`config.mk`:
```
export PLATFORM = sky130hd
export DESIGN_NAME = diset_ram
export DESIGN_NICKNAME = d
export VERILOG_FILES = /design/src/design/diset_ram.sv
export SDC_FILE = /design/constraint.sdc
export NUM_CORES = 1
export LEC_CHECK = 0
export ABC_AREA = 0
export ABC_CLOCK_PERIOD_IN_PS = 1200
export BUFFER_PORTS_ARGS = -buffer_cell sky130_fd_sc_hd__buf_4
export CAP_MARGIN = 30
export CELL_PAD_IN_SITES_DETAIL_PLACEMENT = 1
export CELL_PAD_IN_SITES_GLOBAL_PLACEMENT = 1
export CORE_MARGIN = 2
export CORE_UTILIZATION = 41
export CTS_CLUSTER_DIAMETER = 150
export CTS_CLUSTER_SIZE = 40
export DETAILED_ROUTE_END_ITERATION = 8
export PLACE_DENSITY = 0.81
export SETUP_SLACK_MARGIN = 0.15
export SYNTH_ARGS = -nofsm -noshare
export SYNTH_HDL_FRONTEND = slang
export SYNTH_SLANG_ARGS = --single-unit
```
`constraint.sdc`:
```
create_clock -name clk -period 1.2 [get_ports clk]
set_input_delay 0.06 -clock clk [delete_from_list [all_inputs] [get_ports clk]]
set_output_delay 0.06 -clock clk [all_outputs]
set_load 0.03 [all_outputs]
```
`src/design/diset_ram.sv`:
```
module diset_ram #(
	parameter int WIDTH = 8,
	parameter int DEPTH = 2
) (
	input  logic clk,
	input  logic we,
	input  logic [$clog2(DEPTH)-1:0] waddr,
	input  logic [WIDTH-1:0] wdata,
	input  logic [$clog2(DEPTH)-1:0] raddr,
	output logic [WIDTH-1:0] rdata
);

	logic [WIDTH-1:0] mem [DEPTH];

	always_ff @(posedge clk) begin
		if (we) begin
			mem[waddr] <= wdata;
		end
		rdata <= mem[raddr];
	end

endmodule

```
Word level (Yosys, flattened, before mapping)
Memories as Yosys holds them, arrays and structs flattened. A register that Yosys moved wholly into a read port is not among the register bits.
Index checks and enable logic that the tools add are counted.
Widths: inputs -> output; s select.
{"block": "classes", "n_mux": 2}
{"cell": "$mux 1", "n": 2}
{"block": "totals", "register_bits": 0, "mem_bits_rw": 16, "in_bits": 12, "out_inout_bits": 8, "memories": 1}
{"name": "mem", "words": 2, "word_bits": 8, "rd": 1, "rd_clocked_by_memory_dff": 1, "write_ports": 1, "line": "13", "rtl": "logic [WIDTH-1:0] mem [DEPTH];"}

Logic depth before layout (Yosys ltp)
{"block": "depth", "word_depth": 2, "ltp_mapped": 2, "mapped_depth_nobuf": 1}

Worst setup path after synthesis
OpenSTA, ideal clock, no wires.
{"block": "synth_path", "kind": "input port to flip-flop", "startpoint": "in we", "endpoint": "mem mem[0][0] (enable)", "setup_time_ns": 0.373, "arrival_ns": 0.480, "slack_ns": 0.347, "path_stages": 1, "path_buffers": 0, "path_cell_list": "nor2b_1"}
{"block": "synth_between", "elab_chain_cells": 2}
{"element": "start, declared", "line": "6", "rtl": "input logic we,"}
{"element": "$mux 1", "line": "16", "rtl": "if (we) begin"}
{"element": "$mux 1 (implied by the code)", "line": "17", "rtl": "mem[waddr] <= wdata;"}
{"element": "end, declared", "line": "13"}
Every way passes these cells.

Final worst setup path
{"block": "layout_path", "startpoint": "reg rdata[5], read port of mem", "endpoint": "out rdata[5]"}
{"element": "start, declared", "line": "10", "rtl": "output logic [WIDTH-1:0] rdata"}
No word-level cell between the ends.

==> metrics.md <==
| Metric | Value |
|---|---|
| DR DRC count | `0` |
| Pre-Repair DR Iteration Count | `3` |
| Hold Path Class | `in2reg` |
| Post-synth EDFFs | `16` |
| CTS tree | `built` |
| Post-Syn Area | `785 sq um` |
| Highest Clock Rate | `1200 MHz` |
| First-pass GRT wire length | `approximately 1700 microns` |
| Worst Slack Setup Final | `367 ps` |
| CP peak stage delay | `330 ps` |
| Post-Place Setup Slack | `353 ps` |
| Tcrit/Tclk final | `0.694` |
| Skew final | `1.46 ps` |
| Gr ovfl total | `0` |
| CTS buffer count | `3` |
| Critical path depth | `1` |
| DP Area | `between 900 and 1000 sq um` |
| Routed vias | `391` |
| Top FF cell, synth | `edfxtp_1` |
| Post-synth top cells | `edfxtp_1 (16), dfxtp_1 (8), mux2_4 (8)` |
| Post-route cell area | `roughly 1100 sq um` |
| Yosys top cell area share | `0.612` |
| CP Capture Point | `rdata[5]` |
| Layout cell share with drive strength beyond 1 | `0.470` |
| Detail Route Antenna Nets | `0` |
| Final Power | `roughly 1.5 mW` |
| Die area | `around 2300 sq um` |
| Most frequent cell after synthesis | `edfxtp_1` |
| Largest net degree at the start of global routing | `14` |
| Area growth syn-to-layout | `35.2%` |
| WS Path Type | `reg2out` |
| Port-buffer cells | `19` |
| Static Leak | `roughly 0.43 nW` |
| Die X | `~48 microns` |
| Initial Util | `0.445` |
| RSZ-0062 raised after global routing | `false` |
| Drt total wl | `just over 1000 microns` |
| Family with the most delay on the worst path | `flip-flops` |
| Critical path cell sequence | `buf_4` |
| Cell Pwr Density | `1410 nW/um^2` |
| DRT iter0 DRCs | `6` |
| Setup crit start kind | `register` |
| Crit path max fanout | `1` |
| Ant diodes | `0` |
| Final Setup Violations | `0` |
| Max-slew violations | `0` |
| Reg-to-Reg Start | `mem[0][0]` |
| Worst-Skew Late Latency | `290 ps` |
| Mapped Avg Cell Area | `22.4 sq um` |
| Status | `finished, final reports clean` |
| Register area share after synthesis | `0.817` |
| Num rows | `15` |
| H-tree depth | `1` |
| Vias in the first global route | `390` |
| Yosys Warn Count | `0` |
| GP Congestion | `0.687` |
| Synth Register Bits | `24` |
| Clk sinks | `24` |
| Top cells by area, synth | `edfxtp_1 (61%), dfxtp_1 (20%), mux2_4 (15%), buf_6 (1.4%), and2_1 (0.80%)` |
| Crit. End Element | `primary output` |
| Wire length per cell | `around 11 microns` |
| Routed vias/inst | `4.30` |
| Worst Path Arrival | `between 700 and 800 ps` |
| Rel. slew slack | `0.760` |
| Crit path required time | `about 1100 ps` |
| Fin cells | `91` |
| Core Box Area | `roughly 1800 sq um` |
| Worst IR drop on VDD | `roughly 1.2 mV` |
| Post-layout min period | `833 ps` |
| Post-synthesis instance total | `35` |
| Number of setup buffers added after CTS | `0` |
| Synth area leader | `edfxtp_1` |
| Hold slack | `137 ps` |
| Slowest stage cell, crit path | `dfxtp_1` |
| Worst R2R Setup Slack | `roughly 440 ps` |
| CTS Buffer Depth | `2` |
| Antenna violations before repair | `0` |
| Worst r2r dst | `rdata[0]` |
| MaxCap Viol Count | `0` |
| Post-synth ARST share | `0` |
| Synth cell types | `6` |
| Syn Nets | `47` |
| Buf/Inv on CP | `1` |
| Worst Tran Pin Value | `between 300 and 400 ps` |
| Layout net count | `79` |
| Final core area utilization | `0.601` |
| Setup TNS Final | `0 ps` |
| DIE HEIGHT | `47.7 microns` |
| Ports | `20` |
| CTS root buf | `clkbuf_4` |
| GRT Total Usage | `0.110` |
| Clk pin slew, worst setup/hold paths | `around 110 ps` |
| Final Hold Viols | `0` |
| Cell Count Post-Placement | `79` |
| Reg2Reg Depth | `1` |
| Worst setup path startpoint | `rdata[5]` |
[repair_timing]
item	CTS	global route
hold buffers	8	0
gates resized for setup	0	0
hold endpoints to repair	16	0
[area by class of cell]
type / instances / area, sq um
clock buffers: 4 / 26.3
fillers: 174 / 703
multi-input cells: 10 / 133
flip-flops and latches: 24 / 641
well taps: 25 / 31.3
repair buffers: 28 / 230
[sequential cells by signal, summed over array words and instances (netlist names)]
name	count
rdata	8
mem	16
[worst min path at each step]
stage                   from         to  slack [ps]  depth (start not counted)
finish                 raddr   rdata[1]         140                          2
CTS                    raddr   rdata[7]         140                          2
global placement    wdata[6]  mem[0][6]         250                          1
floorplan           wdata[0]  mem[0][0]         160                          0
global route           raddr   rdata[0]         130                          2
detailed placement  wdata[5]  mem[0][5]         250                          1
[power breakdown]
| part | internal [mW] | switching (mW) | leakage [nW] |
|---|---|---|---|
| combinational | 0.109 | 0.0945 | 0.200 |
| sequential | 0.946 | 0.0146 | 0.218 |
| clock | 0.129 | 0.199 | 0.0150 |
| total | 1.18 | 0.308 | 0.433 |
[cells in the final DEF, fill, tap and decap left out]
cell | synthesis | layout
nor2b_1 | 1 | 1
clkbuf_1 | 0 | 1
dfxtp_1 | 8 | 8
clkbuf_4 | 0 | 3
edfxtp_1 | 16 | 16
mux2_4 | 8 | 8
buf_4 | 0 | 20
dlygate4sd3_1 | 0 | 8
and2_1 | 1 | 1
[routing by layer]
metal	vias to the layer above	track usage	wire length, microns	share of wire
li1	189	-	-	-
met1	187	0.141	359	0.35
met2	13	0.181	581	0.57
met3	2	0.0340	67	0.066
met4	0	0.0324	10	0.0098
met5	-	0	0	0
[cells by family after synthesis]
group                  after synthesis  share of synthesized area
multiplexers                         8                      0.153
AND/OR/NAND/NOR                      2                     0.0160
flip-flops                          24                      0.817
buffers and inverters                1                     0.0144
Note: power is estimated with default switching activity, not from simulation.
